==> src/hdl/tld_pkg.sv <==
// tld_pkg: shared constants, register indexes and the chain control struct
// for the tty line discipline. No dependencies.
package tld_pkg;

  localparam int LINE_MAX_DEF = 32;
  localparam int LIMIT_W      = 6;

  localparam logic [7:0] BS_CHAR = 8'h7f;
  localparam logic [7:0] NL_CHAR = 8'h0a;
  localparam logic [7:0] CR_CHAR = 8'h0d;

  localparam logic [LIMIT_W-1:0] LIMIT_RST = 6'd32;
  localparam logic               ECHO_RST  = 1'b1;
  localparam logic               ICR_RST   = 1'b1;
  localparam logic               CRLF_RST  = 1'b1;

  typedef enum logic [1:0] {
    REG_LINE_LIMIT  = 2'd0,
    REG_ECHO_ENABLE = 2'd1,
    REG_INPUT_CR    = 2'd2,
    REG_OUTPUT_CRLF = 2'd3
  } reg_idx_t;

  typedef struct packed {
    logic wr0_en;
    logic wr1_en;
    logic shift;
  } chain_ctl_t;

endpackage

==> src/hdl/tld_cell.sv <==
// tld_cell: one character slot of the line chain.
// Loads a new character or takes its neighbor's on a shift; uses tld_pkg.
module tld_cell
  import tld_pkg::*;
(
  input  logic       clk,
  input  logic       load,
  input  logic [7:0] load_data,
  input  logic       shift,
  input  logic [7:0] next_data,
  output logic [7:0] data
);

  logic [7:0] data_r;

  always_ff @(posedge clk) begin
    if (load) begin
      data_r <= load_data;
    end else if (shift) begin
      data_r <= next_data;
    end
  end

  assign data = data_r;

endmodule

==> src/hdl/tld_chain.sv <==
// tld_chain: row of tld_cell slots holding the buffered line.
// Writes at the line end, shifts toward slot 0 while draining; uses tld_pkg.
module tld_chain
  import tld_pkg::*;
#(
  parameter int LINE_MAX = LINE_MAX_DEF,
  localparam int IW = $clog2(LINE_MAX)
) (
  input  logic          clk,
  input  chain_ctl_t    ctl,
  input  logic [IW-1:0] wr0_idx,
  input  logic [7:0]    wr0_data,
  input  logic [IW-1:0] wr1_idx,
  output logic [7:0]    head_char
);

  logic [7:0] slot [LINE_MAX];

  for (genvar i = 0; i < LINE_MAX; i++) begin : g_slot
    logic       ld0;
    logic       ld1;
    logic [7:0] nxt;

    assign ld0 = ctl.wr0_en && (wr0_idx == IW'(i));
    assign ld1 = ctl.wr1_en && (wr1_idx == IW'(i));
    if (i == LINE_MAX - 1) begin : g_end
      assign nxt = slot[i];
    end else begin : g_mid
      assign nxt = slot[i+1];
    end

    tld_cell u_cell (
      .clk       (clk),
      .load      (ld0 || ld1),
      .load_data (ld0 ? wr0_data : NL_CHAR),
      .shift     (ctl.shift),
      .next_data (nxt),
      .data      (slot[i])
    );
  end

  assign head_char = slot[0];

endmodule

==> src/hdl/tty_line_discipline.sv <==
// tty_line_discipline: canonical line assembly with echo, top level.
// Uses tld_pkg and tld_chain (row of tld_cell slots).
//
//   channel  ports                           direction  transfer when
//   input    in_valid in_stall in_rx_char    in         in_valid && !in_stall
//   result   out_valid out_stall out_kind    out        out_valid && !out_stall
//            out_char out_last
//   config   psel penable pwrite paddr       in/out     psel && penable && pwrite
//            pwdata prdata pready
//
// An input character is taken while in_stall is low; its results then leave
// one per cycle from the output register: up to two echo characters, then the
// line drained from slot 0 of the chain. The next input is taken once the last
// result has been loaded. Reset clears the line length, pending results and
// config registers; slots keep their data. A stalled output holds its result
// and the sequence pauses.
module tty_line_discipline
  import tld_pkg::*;
#(
  parameter int LINE_MAX = LINE_MAX_DEF
) (
  input  logic        clk,
  input  logic        rst_n,
  input  logic        in_valid,
  output logic        in_stall,
  input  logic [7:0]  in_rx_char,
  output logic        out_valid,
  input  logic        out_stall,
  output logic        out_kind,
  output logic [7:0]  out_char,
  output logic        out_last,
  input  logic        psel,
  input  logic        penable,
  input  logic        pwrite,
  input  logic [3:0]  paddr,
  input  logic [31:0] pwdata,
  output logic [31:0] prdata,
  output logic        pready
);

  localparam int LW = $clog2(LINE_MAX + 1);
  localparam int IW = $clog2(LINE_MAX);
  localparam int CW = 7;

  logic [LIMIT_W-1:0] limit_r;
  logic               echo_r;
  logic               icr_r;
  logic               crlf_r;
  logic [LW-1:0]      len_r;
  logic [LW-1:0]      len_nxt;
  logic               echo_cr_r;
  logic               echo_cr_nxt;
  logic               echo_ch_r;
  logic               echo_ch_nxt;
  logic [7:0]         echo_char_r;
  logic [LW-1:0]      drain_r;
  logic [LW-1:0]      drain_nxt;
  logic               out_valid_r;
  logic               out_valid_nxt;
  logic               out_kind_r;
  logic               out_kind_nxt;
  logic [7:0]         out_char_r;
  logic [7:0]         out_char_nxt;
  logic               out_last_r;
  logic               out_last_nxt;

  logic          busy;
  logic          acc;
  logic          out_load;
  logic          cfg_wr;
  reg_idx_t      cfg_idx;
  logic [CW-1:0] lim;
  logic [CW-1:0] len7;
  logic [CW-1:0] new7;
  logic          is_bs;
  logic          is_nl;
  logic          is_cr;
  logic          bs_empty;
  logic          cr_ins;
  logic          room;
  logic          deliver;
  chain_ctl_t    ctl;
  logic [7:0]    wr0_data;
  logic [7:0]    head_char;

  // configuration port
  assign pready  = 1'b1;
  assign cfg_wr  = psel && penable && pwrite;
  assign cfg_idx = reg_idx_t'(paddr[3:2]);

  always_ff @(posedge clk) begin
    if (!rst_n) begin
      limit_r <= LIMIT_RST;
      echo_r  <= ECHO_RST;
      icr_r   <= ICR_RST;
      crlf_r  <= CRLF_RST;
    end else if (cfg_wr) begin
      unique case (cfg_idx)
        REG_LINE_LIMIT:  limit_r <= pwdata[LIMIT_W-1:0];
        REG_ECHO_ENABLE: echo_r  <= pwdata[0];
        REG_INPUT_CR:    icr_r   <= pwdata[0];
        REG_OUTPUT_CRLF: crlf_r  <= pwdata[0];
        default: ;
      endcase
    end
  end

  always_comb begin
    unique case (cfg_idx)
      REG_LINE_LIMIT:  prdata = {{(32-LIMIT_W){1'b0}}, limit_r};
      REG_ECHO_ENABLE: prdata = {31'd0, echo_r};
      REG_INPUT_CR:    prdata = {31'd0, icr_r};
      REG_OUTPUT_CRLF: prdata = {31'd0, crlf_r};
      default:         prdata = 32'd0;
    endcase
  end

  // effective limit, saturated to 1..LINE_MAX
  always_comb begin
    if (limit_r == '0) begin
      lim = CW'(1);
    end else if ({1'b0, limit_r} > CW'(LINE_MAX)) begin
      lim = CW'(LINE_MAX);
    end else begin
      lim = {1'b0, limit_r};
    end
  end

  // input character decode
  assign busy     = echo_cr_r || echo_ch_r || (drain_r != '0);
  assign in_stall = busy;
  assign acc      = in_valid && !busy;

  assign len7     = CW'(len_r);
  assign is_bs    = (in_rx_char == BS_CHAR);
  assign is_nl    = (in_rx_char == NL_CHAR);
  assign is_cr    = (in_rx_char == CR_CHAR);
  assign bs_empty = is_bs && (len_r == '0);
  assign room     = (len7 < CW'(LINE_MAX));
  assign cr_ins   = is_nl && icr_r && ((len7 + CW'(1)) < lim) && room;

  always_comb begin
    if (is_bs) begin
      new7 = bs_empty ? len7 : len7 - CW'(1);
    end else if (room) begin
      new7 = len7 + CW'(1) + CW'(cr_ins);
    end else begin
      new7 = len7;
    end
  end

  assign deliver  = !bs_empty && (is_nl || is_cr || (new7 >= lim));
  assign wr0_data = cr_ins ? CR_CHAR : in_rx_char;

  // result sequencer
  assign out_load = !out_valid_r || !out_stall;

  always_comb begin
    len_nxt       = len_r;
    echo_cr_nxt   = echo_cr_r;
    echo_ch_nxt   = echo_ch_r;
    drain_nxt     = drain_r;
    out_valid_nxt = out_valid_r;
    out_kind_nxt  = out_kind_r;
    out_char_nxt  = out_char_r;
    out_last_nxt  = out_last_r;
    ctl.wr0_en    = 1'b0;
    ctl.wr1_en    = 1'b0;
    ctl.shift     = 1'b0;

    if (out_load) begin
      out_valid_nxt = 1'b0;
      if (echo_cr_r) begin
        out_valid_nxt = 1'b1;
        out_kind_nxt  = 1'b0;
        out_char_nxt  = CR_CHAR;
        out_last_nxt  = !echo_ch_r && (drain_r == '0);
        echo_cr_nxt   = 1'b0;
      end else if (echo_ch_r) begin
        out_valid_nxt = 1'b1;
        out_kind_nxt  = 1'b0;
        out_char_nxt  = echo_char_r;
        out_last_nxt  = (drain_r == '0);
        echo_ch_nxt   = 1'b0;
      end else if (drain_r != '0) begin
        out_valid_nxt = 1'b1;
        out_kind_nxt  = 1'b1;
        out_char_nxt  = head_char;
        out_last_nxt  = (drain_r == LW'(1));
        drain_nxt     = drain_r - LW'(1);
        ctl.shift     = 1'b1;
      end
    end

    if (acc && !bs_empty) begin
      ctl.wr0_en  = !is_bs && room;
      ctl.wr1_en  = cr_ins;
      echo_ch_nxt = echo_r;
      echo_cr_nxt = echo_r && is_nl && crlf_r;
      len_nxt     = deliver ? '0 : LW'(new7);
      drain_nxt   = deliver ? LW'(new7) : '0;
    end
  end

  always_ff @(posedge clk) begin
    if (!rst_n) begin
      len_r       <= '0;
      echo_cr_r   <= 1'b0;
      echo_ch_r   <= 1'b0;
      drain_r     <= '0;
      out_valid_r <= 1'b0;
    end else begin
      len_r       <= len_nxt;
      echo_cr_r   <= echo_cr_nxt;
      echo_ch_r   <= echo_ch_nxt;
      drain_r     <= drain_nxt;
      out_valid_r <= out_valid_nxt;
    end
  end

  always_ff @(posedge clk) begin
    if (acc) begin
      echo_char_r <= in_rx_char;
    end
    out_kind_r <= out_kind_nxt;
    out_char_r <= out_char_nxt;
    out_last_r <= out_last_nxt;
  end

  tld_chain #(
    .LINE_MAX (LINE_MAX)
  ) u_chain (
    .clk       (clk),
    .ctl       (ctl),
    .wr0_idx   (len_r[IW-1:0]),
    .wr0_data  (wr0_data),
    .wr1_idx   (IW'(len_r + LW'(1))),
    .head_char (head_char)
  );

  assign out_valid = out_valid_r;
  assign out_kind  = out_kind_r;
  assign out_char  = out_char_r;
  assign out_last  = out_last_r;

endmodule
==> config.mk <==
export PLATFORM = sky130hd
export DESIGN_NAME = tty_line_discipline
export DESIGN_NICKNAME = d
export VERILOG_FILES = /design/src/hdl/tld_pkg.sv /design/src/hdl/tld_cell.sv /design/src/hdl/tld_chain.sv /design/src/hdl/tty_line_discipline.sv
export SDC_FILE = /design/constraint.sdc
export NUM_CORES = 1
export LEC_CHECK = 0
export BUFFER_PORTS_ARGS = -buffer_cell sky130_fd_sc_hd__buf_2
export CAP_MARGIN = 10
export CORE_ASPECT_RATIO = 1.25
export CORE_MARGIN = 8
export CORE_UTILIZATION = 61
export CTS_CLUSTER_DIAMETER = 200
export DETAILED_ROUTE_END_ITERATION = 10
export PLACE_DENSITY_LB_ADDON = 0.05
export SYNTH_ARGS = -nofsm -noshare
export SYNTH_HDL_FRONTEND = slang
export SYNTH_SLANG_ARGS = --single-unit
==> constraint.sdc <==
create_clock -name clk -period 6.9 [get_ports clk]
set_clock_uncertainty 0.15 [all_clocks]
set_input_delay 1.38 -clock clk [delete_from_list [all_inputs] [get_ports clk]]
set_output_delay 1.38 -clock clk [all_outputs]
set_load 0.05 [all_outputs]
* Word-level counts from Yosys, hierarchy flattened
Cells that the tools add are included.
Word-level totals: register bits 298, logic and storage cells 419, output and inout port bits 45, bits of input ports 51
Cells by class: eq/ne operators 71, muxes and demuxes 125, order comparisons 4, add/subtract/negate cells 5, reduce and logical (&&, ||, !) cells 169
Operators by type and width (count):
- 2-to-1 mux 8 bit | 96
- == test 5 bit, second input constant | 32
- case mux 32 bit (4 select lines) | 1
- == test 5 x 4 -> 1 bit, second input constant | 16
- logical AND 1 bit | 77
- nonzero test 2 bit | 33
- 2-to-1 mux 6 bit | 9
- == test 5 x 3 -> 1 bit, second input constant | 8
- logical OR 1 bit | 37
- 2-to-1 mux 7 bit | 3
- == test 5 x 2 -> 1 bit, second input constant | 4
- zero test 6 bit | 3
- == test 8 x 4 -> 1 bit, second input constant | 2
- 2-to-1 mux 1 bit | 15
- AND reduction 2 bit | 6
- == test 5 x 1 -> 1 bit, second input constant | 2
- zero test 5 bit | 2
- == test 8 x 7 -> 1 bit, second input constant | 1
- adder 6 x 1 -> 7 bit, second input constant | 1
- adder 7 x 1 -> 7 bit | 1
- greater-or-equal comparator 7 bit | 1
- < comparator 7 bit | 1
- subtractor 6 x 1 -> 7 bit, second input constant | 1
- == test 6 x 1 -> 1 bit, second input constant | 1
- 14 further kinds | 21

* Longest topological paths before layout
word-level depth 14, depth in mapped cells 26, mapped depth without buffers 22

* Hierarchy
Synthesis repeated with hierarchy kept, for this count alone.
Unflattened totals: cell total of the unflattened synthesis 1325, area, all modules 17698.2 um^2
Modules (own cells, without submodules):
- tld_cell | area each 377.9 um^2, instances 32, seq. area each 240.2 um^2, cells each 18
- tty_line_discipline | area each 3116.7 um^2, instances 1, seq. area each 1021.0 um^2, cells each 336
- tld_chain | area each 2489.9 um^2, instances 1, seq. area each 0.0 um^2, cells each 413

* Worst setup path after synthesis
Ideal clock, no wire load.
kind input -> register, start point in in_rx_char[4], end point reg drain_r[3], arrival 5.159 ns, setup time 0.120 ns, stages on the path 17, path buffers 2, data required time 6.630 ns, setup slack 1.472 ns, cell sequence clkbuf_1 > or4b_4 > or4b_4 > a21oi_1 > nand2_1 > inv_1 > ha_1 > nand2_1 > o41ai_1 > a32oi_1 > o211ai_1 > ha_1 > a2111o_1 > a21oi_1 > clkbuf_1 > nor3b_1 > o31a_1
On the way: cells in the longest elaborated chain, start to end 12, elaborated cells between the ends (all ways) 24, classes of those cells add/sub (1); order compare (1); eq/ne (5); mux (5); reduce/logical (12)
RTL lines:
- start: declaration | line tty_line_discipline.sv:26 | input logic [7:0] in_rx_char,
- == test 8 x 4 -> 1 bit | line tty_line_discipline.sv:136 | assign is_nl = (in_rx_char == NL_CHAR);
- logical AND 1 bit (3 in a row) | line tty_line_discipline.sv:140 | assign cr_ins = is_nl && icr_r && ((len7 + CW'(1)) < lim) && room;
- adder 7 x 1 -> 7 bit | line tty_line_discipline.sv:146 | new7 = len7 + CW'(1) + CW'(cr_ins);
- 2-to-1 mux 7 bit | line tty_line_discipline.sv:145 | end else if (room) begin
- 2-to-1 mux 7 bit | line tty_line_discipline.sv:143 | if (is_bs) begin
- greater-or-equal comparator 7 bit | line tty_line_discipline.sv:152 | assign deliver = !bs_empty && (is_nl || is_cr || (new7 >= lim));
- logical OR 1 bit | line tty_line_discipline.sv:152
- logical AND 1 bit | line tty_line_discipline.sv:152
- 2-to-1 mux 6 bit | line tty_line_discipline.sv:201 | drain_nxt = deliver ? LW'(new7) : '0;
- 2-to-1 mux 6 bit | line tty_line_discipline.sv:195 | if (acc && !bs_empty) begin
- end signal: assignment | line tty_line_discipline.sv:216 | drain_r <= drain_nxt;
- end: declaration | line tty_line_discipline.sv:56 | logic [LW-1:0] drain_r;
Parallel ways exist; a longest one is shown, timed or not. A chain may end at the register's enable or synchronous reset.

* Final worst setup path
start point reg len_r[2], end point reg drain_r[4]
On the way: cells in the longest elaborated chain, start to end 12, elaborated cells between the ends (all ways) 24, classes of those cells add/sub (3); order compare (3); eq/ne (2); mux (5); reduce/logical (11)
RTL lines:
- start: declaration | line tty_line_discipline.sv:49 | logic [LW-1:0] len_r;
- start signal: assignment | line tty_line_discipline.sv:213 | len_r <= len_nxt;
- adder 6 x 1 -> 7 bit | line tty_line_discipline.sv:140, tty_line_discipline.sv:146
- < comparator 7 bit | line tty_line_discipline.sv:140
- logical AND 1 bit (2 in a row) | line tty_line_discipline.sv:140
- adder 7 x 1 -> 7 bit | line tty_line_discipline.sv:146
- 2-to-1 mux 7 bit | line tty_line_discipline.sv:145
- 2-to-1 mux 7 bit | line tty_line_discipline.sv:143
- greater-or-equal comparator 7 bit | line tty_line_discipline.sv:152
- logical OR 1 bit | line tty_line_discipline.sv:152
- logical AND 1 bit | line tty_line_discipline.sv:152
- 2-to-1 mux 6 bit | line tty_line_discipline.sv:201
- 2-to-1 mux 6 bit | line tty_line_discipline.sv:195
Parallel ways exist; a longest one is shown, timed or not.

==> metrics <==
crit path setup slack, layout 1.18 ns; Slew Limit Headroom 22.8%; number of unique standard cell types used by synthesis 76; combinational group share of total power 27.2%; final period utilization 82.8%; width of the die 154 um; largest net degree at the start of global routing 39; count of hold buffers inserted by post-cts repair 0; Int Pwr 0.00481 W; Sequential Power Share 51.2%; result of the run completed; Max Slew Vio Count 0; pwr dens 444 nW/um^2; PostCTS Resize Cnt 0; # Post-CTS Setup Buffers 0; Port Buffers 40; area of the mapped netlist 14600 sq um; first-pass GRT wire length 56600 um; pre-CTS WS 0.829 ns; actual slew at the worst max-slew pin 1.16 ns; Critical path origin len_r[2]; worst path arrival time 6.01 ns; cell row count 63; level count of the clock H-tree 1; peak supply drop 295 uV; via count of the first global-routing pass 10100; wire length per cell after detailed routing 22.5 um; drt drc 0; number of design-rule violations left by the first detailed-router iteration 876; signed area change from the synthesized netlist to the final layout 8.66%; sinks on the clock net 298; Worst Path Max Fanout 26; worst flop-to-flop path startpoint len_r[2]; final wirelength 36200 um; count of flip-flops with a built-in enable after synthesis 274; critical path required time 7.20 ns; CP Launch Type register; maxcap violations 0; Sw Share 31.6%; Clk Latency, worst-skew pair 0.56 ns; total of warnings raised by yosys 0; nature of the critical path endpoint register; CTS clk-pin slew, worst paths 0.06 ns; critical hold path startpoint limit_r[2]; Period minus WS final 5.72 ns; Nets 1364; Clk network pwr share 21.6%; fill cell total of the finished layout 1789; Cell Area, Placed 14900 sq um; Non-Filler Cell Area, Final 15800 sq um; Die Span Y 189 um; syn_area_per_cell 11.4 sq um; number of I/O pins 96; total setup violations reported at the end of the flow 0; number of synthesized register bits 298; global route overflow 0; Final Hold Fails 0; share of synthesized flip-flops with an asynchronous set or reset 0%; static leakage power 6.23 nW; TritonCTS clock tree built; vias after detailed routing 10300; dominant register cell in the synthesized netlist sky130_fd_sc_hd__edfxtp_1; Tot GR Track Use 24.9%; min-delay worst type register to register; Std-Cell Core Area 23600 sq um; die footprint 29100 sq um; WS Path Type register to register; clock buffers created by TritonCTS 30; effective utilization at floorplan 61.7%; Clock Path Buffers 3; number of instances in the synthesized netlist 1279; post-synthesis sequential area ratio 59.7%; max frequency 175 MHz; via-per-instance ratio 6.43; residual antenna-violating net count after detailed routing 0; final estimated routing congestion in global placement 0.937; net switching power 0.00223 W; Total Neg Setup Slack 0 ns; number of antenna violations at the first check in global routing 0; unrepaired setup endpoints after global routing no; share of layout cells above drive strength 1 12.0%; post-DP HPWL 24900 um; clock root buffer sky130_fd_sc_hd__clkbuf_16; Detailed Routing Iterations Pass 1 6; ant diodes 0
flip-flops by register name, summed over array words and instances (netlist names):
signal and cells:
u_chain.g_slot.u_cell.data 256, echo_char_r 8, out_char 8, drain_r 6, len_r 6, limit_r 6, crlf_r 1, echo_ch_r 1
echo_cr_r 1, echo_r 1, icr_r 1, out_kind 1, out_last 1, out_valid 1
per-stage QoR:
| stage | hold WS (ns) | utilization, % | power, W | std cells |
|---|---|---|---|---|
| after floorplan | 0.302 | - | 0.00500 | 1304 |
| after detailed placement | 0.335 | 63.1 | 0.00554 | 1550 |
| after global routing | 0.365 | 67.0 | 0.00740 | 1605 |
| after global placement | 0.329 | 63.1 | 0.00547 | 1550 |
| after CTS | 0.342 | 67.0 | 0.00707 | 1605 |
| final | 0.341 | 67.0 | 0.00704 | 1605 |
worst paths after layout:
check | end | slack (ns) | depth (start not counted)
worst min register to register | limit_r[2] | 0.34 | 2
worst max-delay path | drain_r[4] | 1.18 | 19
worst min-delay path | limit_r[2] | 0.34 | 2
worst max register to register | drain_r[4] | 1.18 | 19
cell type report:
class,count,area [sq um],area share [%]
Tap cell,292,365,2.31
Clock buffer,32,779,4.92
Multi-Input combinational cell,833,5240,33.1
Sequential cell,298,8710,55.0
Inverter,64,240,1.52
Timing Repair Buffer,63,373,2.35
Clock inverter,23,141,0.892
layout by cell type (no fill, tap or decap), drive strengths merged, types with 5 or more instances in the layout:
cell type	count
edfxtp	274
a22oi	23
conb	27
inv	66
and3	14
nor4	15
dfxtp	24
clkbuf	32
clkinv	19
or3	8
nor3b	6
buf	63
o31a	10
nor2b	5
nor2	92
o22ai	12
a21o	6
a211oi	6
a32oi	5
o21ai	54
ha	23
a31o	19
a211o	6
xnor2	6
nand4	5
and2	15
a21oi	60
o2bb2ai	31
a31oi	20
a22o	84
nor3	13
nand3	35
nand2	156
nand2b	10
mux2i	13
logic make-up (layout without fill, tap and decap cells):
logic type | after synthesis | in the layout | share of synthesized area (%)
XOR/XNOR | 9 | 9 | 0.541
multiplexers | 14 | 14 | 1.05
AO/OA/AOI/OAI | 366 | 366 | 18.5
flip-flops | 298 | 298 | 59.7
buffers and inverters | 173 | 182 | 5.23
adder cells (fa/ha/maj) | 23 | 23 | 1.97
other | 2 | 27 | 0.0515
AND/OR/NAND/NOR | 394 | 394 | 12.9
critical path, cell delays in order (launching register included):
cell and delay [ns]:
sky130_fd_sc_hd__dfxtp_1 0.73, sky130_fd_sc_hd__buf_4 0.40, sky130_fd_sc_hd__xor2_1 0.64, sky130_fd_sc_hd__ha_1 0.36
sky130_fd_sc_hd__nand4_1 0.10, sky130_fd_sc_hd__nor2_1 0.10, sky130_fd_sc_hd__nand2_1 0.22, sky130_fd_sc_hd__nand2_1 0.11
sky130_fd_sc_hd__inv_1 0.09, sky130_fd_sc_hd__ha_1 0.20, sky130_fd_sc_hd__nand2_1 0.09, sky130_fd_sc_hd__o41ai_1 0.27
sky130_fd_sc_hd__a32oi_1 0.10, sky130_fd_sc_hd__o211ai_1 0.35, sky130_fd_sc_hd__ha_1 0.32, sky130_fd_sc_hd__a2111o_1 0.42
sky130_fd_sc_hd__a21oi_1 0.37, sky130_fd_sc_hd__buf_4 0.23, sky130_fd_sc_hd__nor3b_1 0.06, sky130_fd_sc_hd__o31a_1 0.29
cells in the mapped netlist, types with 4 or more instances:
library cell / number / area, sq um
sky130_fd_sc_hd__a22oi_1: 23 / 173
sky130_fd_sc_hd__a21oi_1: 60 / 300
sky130_fd_sc_hd__nor2b_1: 5 / 31.3
sky130_fd_sc_hd__nand2b_1: 10 / 62.6
sky130_fd_sc_hd__a21o_1: 6 / 45.0
sky130_fd_sc_hd__nor3_1: 10 / 50.1
sky130_fd_sc_hd__or3_1: 8 / 50.1
sky130_fd_sc_hd__nand4_1: 5 / 31.3
sky130_fd_sc_hd__a22o_1: 84 / 736
sky130_fd_sc_hd__o2bb2ai_1: 31 / 272
sky130_fd_sc_hd__o22ai_1: 12 / 75.1
sky130_fd_sc_hd__and3_1: 14 / 87.6
sky130_fd_sc_hd__and2_1: 13 / 81.3
sky130_fd_sc_hd__buf_4: 27 / 203
sky130_fd_sc_hd__nor3b_1: 5 / 37.5
sky130_fd_sc_hd__clkbuf_1: 72 / 270
sky130_fd_sc_hd__o21a_1: 4 / 30.0
sky130_fd_sc_hd__inv_1: 64 / 240
sky130_fd_sc_hd__dfxtp_1: 24 / 480
sky130_fd_sc_hd__a31oi_2: 4 / 50.1
sky130_fd_sc_hd__buf_1: 5 / 18.8
sky130_fd_sc_hd__a32oi_1: 5 / 43.8
sky130_fd_sc_hd__o21ai_0: 39 / 195
sky130_fd_sc_hd__o211ai_1: 4 / 30.0
sky130_fd_sc_hd__a41oi_1: 4 / 35.0
sky130_fd_sc_hd__a31o_2: 19 / 166
sky130_fd_sc_hd__a211oi_1: 5 / 37.5
sky130_fd_sc_hd__a211o_1: 6 / 52.6
sky130_fd_sc_hd__nand2_1: 156 / 586
sky130_fd_sc_hd__ha_1: 23 / 288
sky130_fd_sc_hd__o21ai_1: 15 / 75.1
sky130_fd_sc_hd__xnor2_1: 6 / 52.6
sky130_fd_sc_hd__nor4_1: 15 / 93.8
sky130_fd_sc_hd__mux2i_1: 13 / 130
sky130_fd_sc_hd__buf_2: 4 / 20.0
sky130_fd_sc_hd__a31oi_1: 16 / 100
sky130_fd_sc_hd__edfxtp_1: 274 / 8230
sky130_fd_sc_hd__o31a_1: 10 / 87.6
sky130_fd_sc_hd__nor2_1: 89 / 334
sky130_fd_sc_hd__nand3_1: 35 / 175
power groups by stage:
stage,registers (W),logic [W],clock network [W]
floorplan,0.00363,0.00137,0
global placement,0.00361,0.00186,0
detailed placement,0.00363,0.00191,0
CTS,0.00361,0.00193,0.00153
global route,0.00368,0.00212,0.00160
finish,0.00361,0.00192,0.00152
metal layers:
layer	GRT usage [%]	routed length, um
met5	0	0
met1	29.4	13700
met4	12.0	1680
met3	5.34	2960
met2	42.5	17800
No activity file was read; power rests on OpenSTA's default activity.
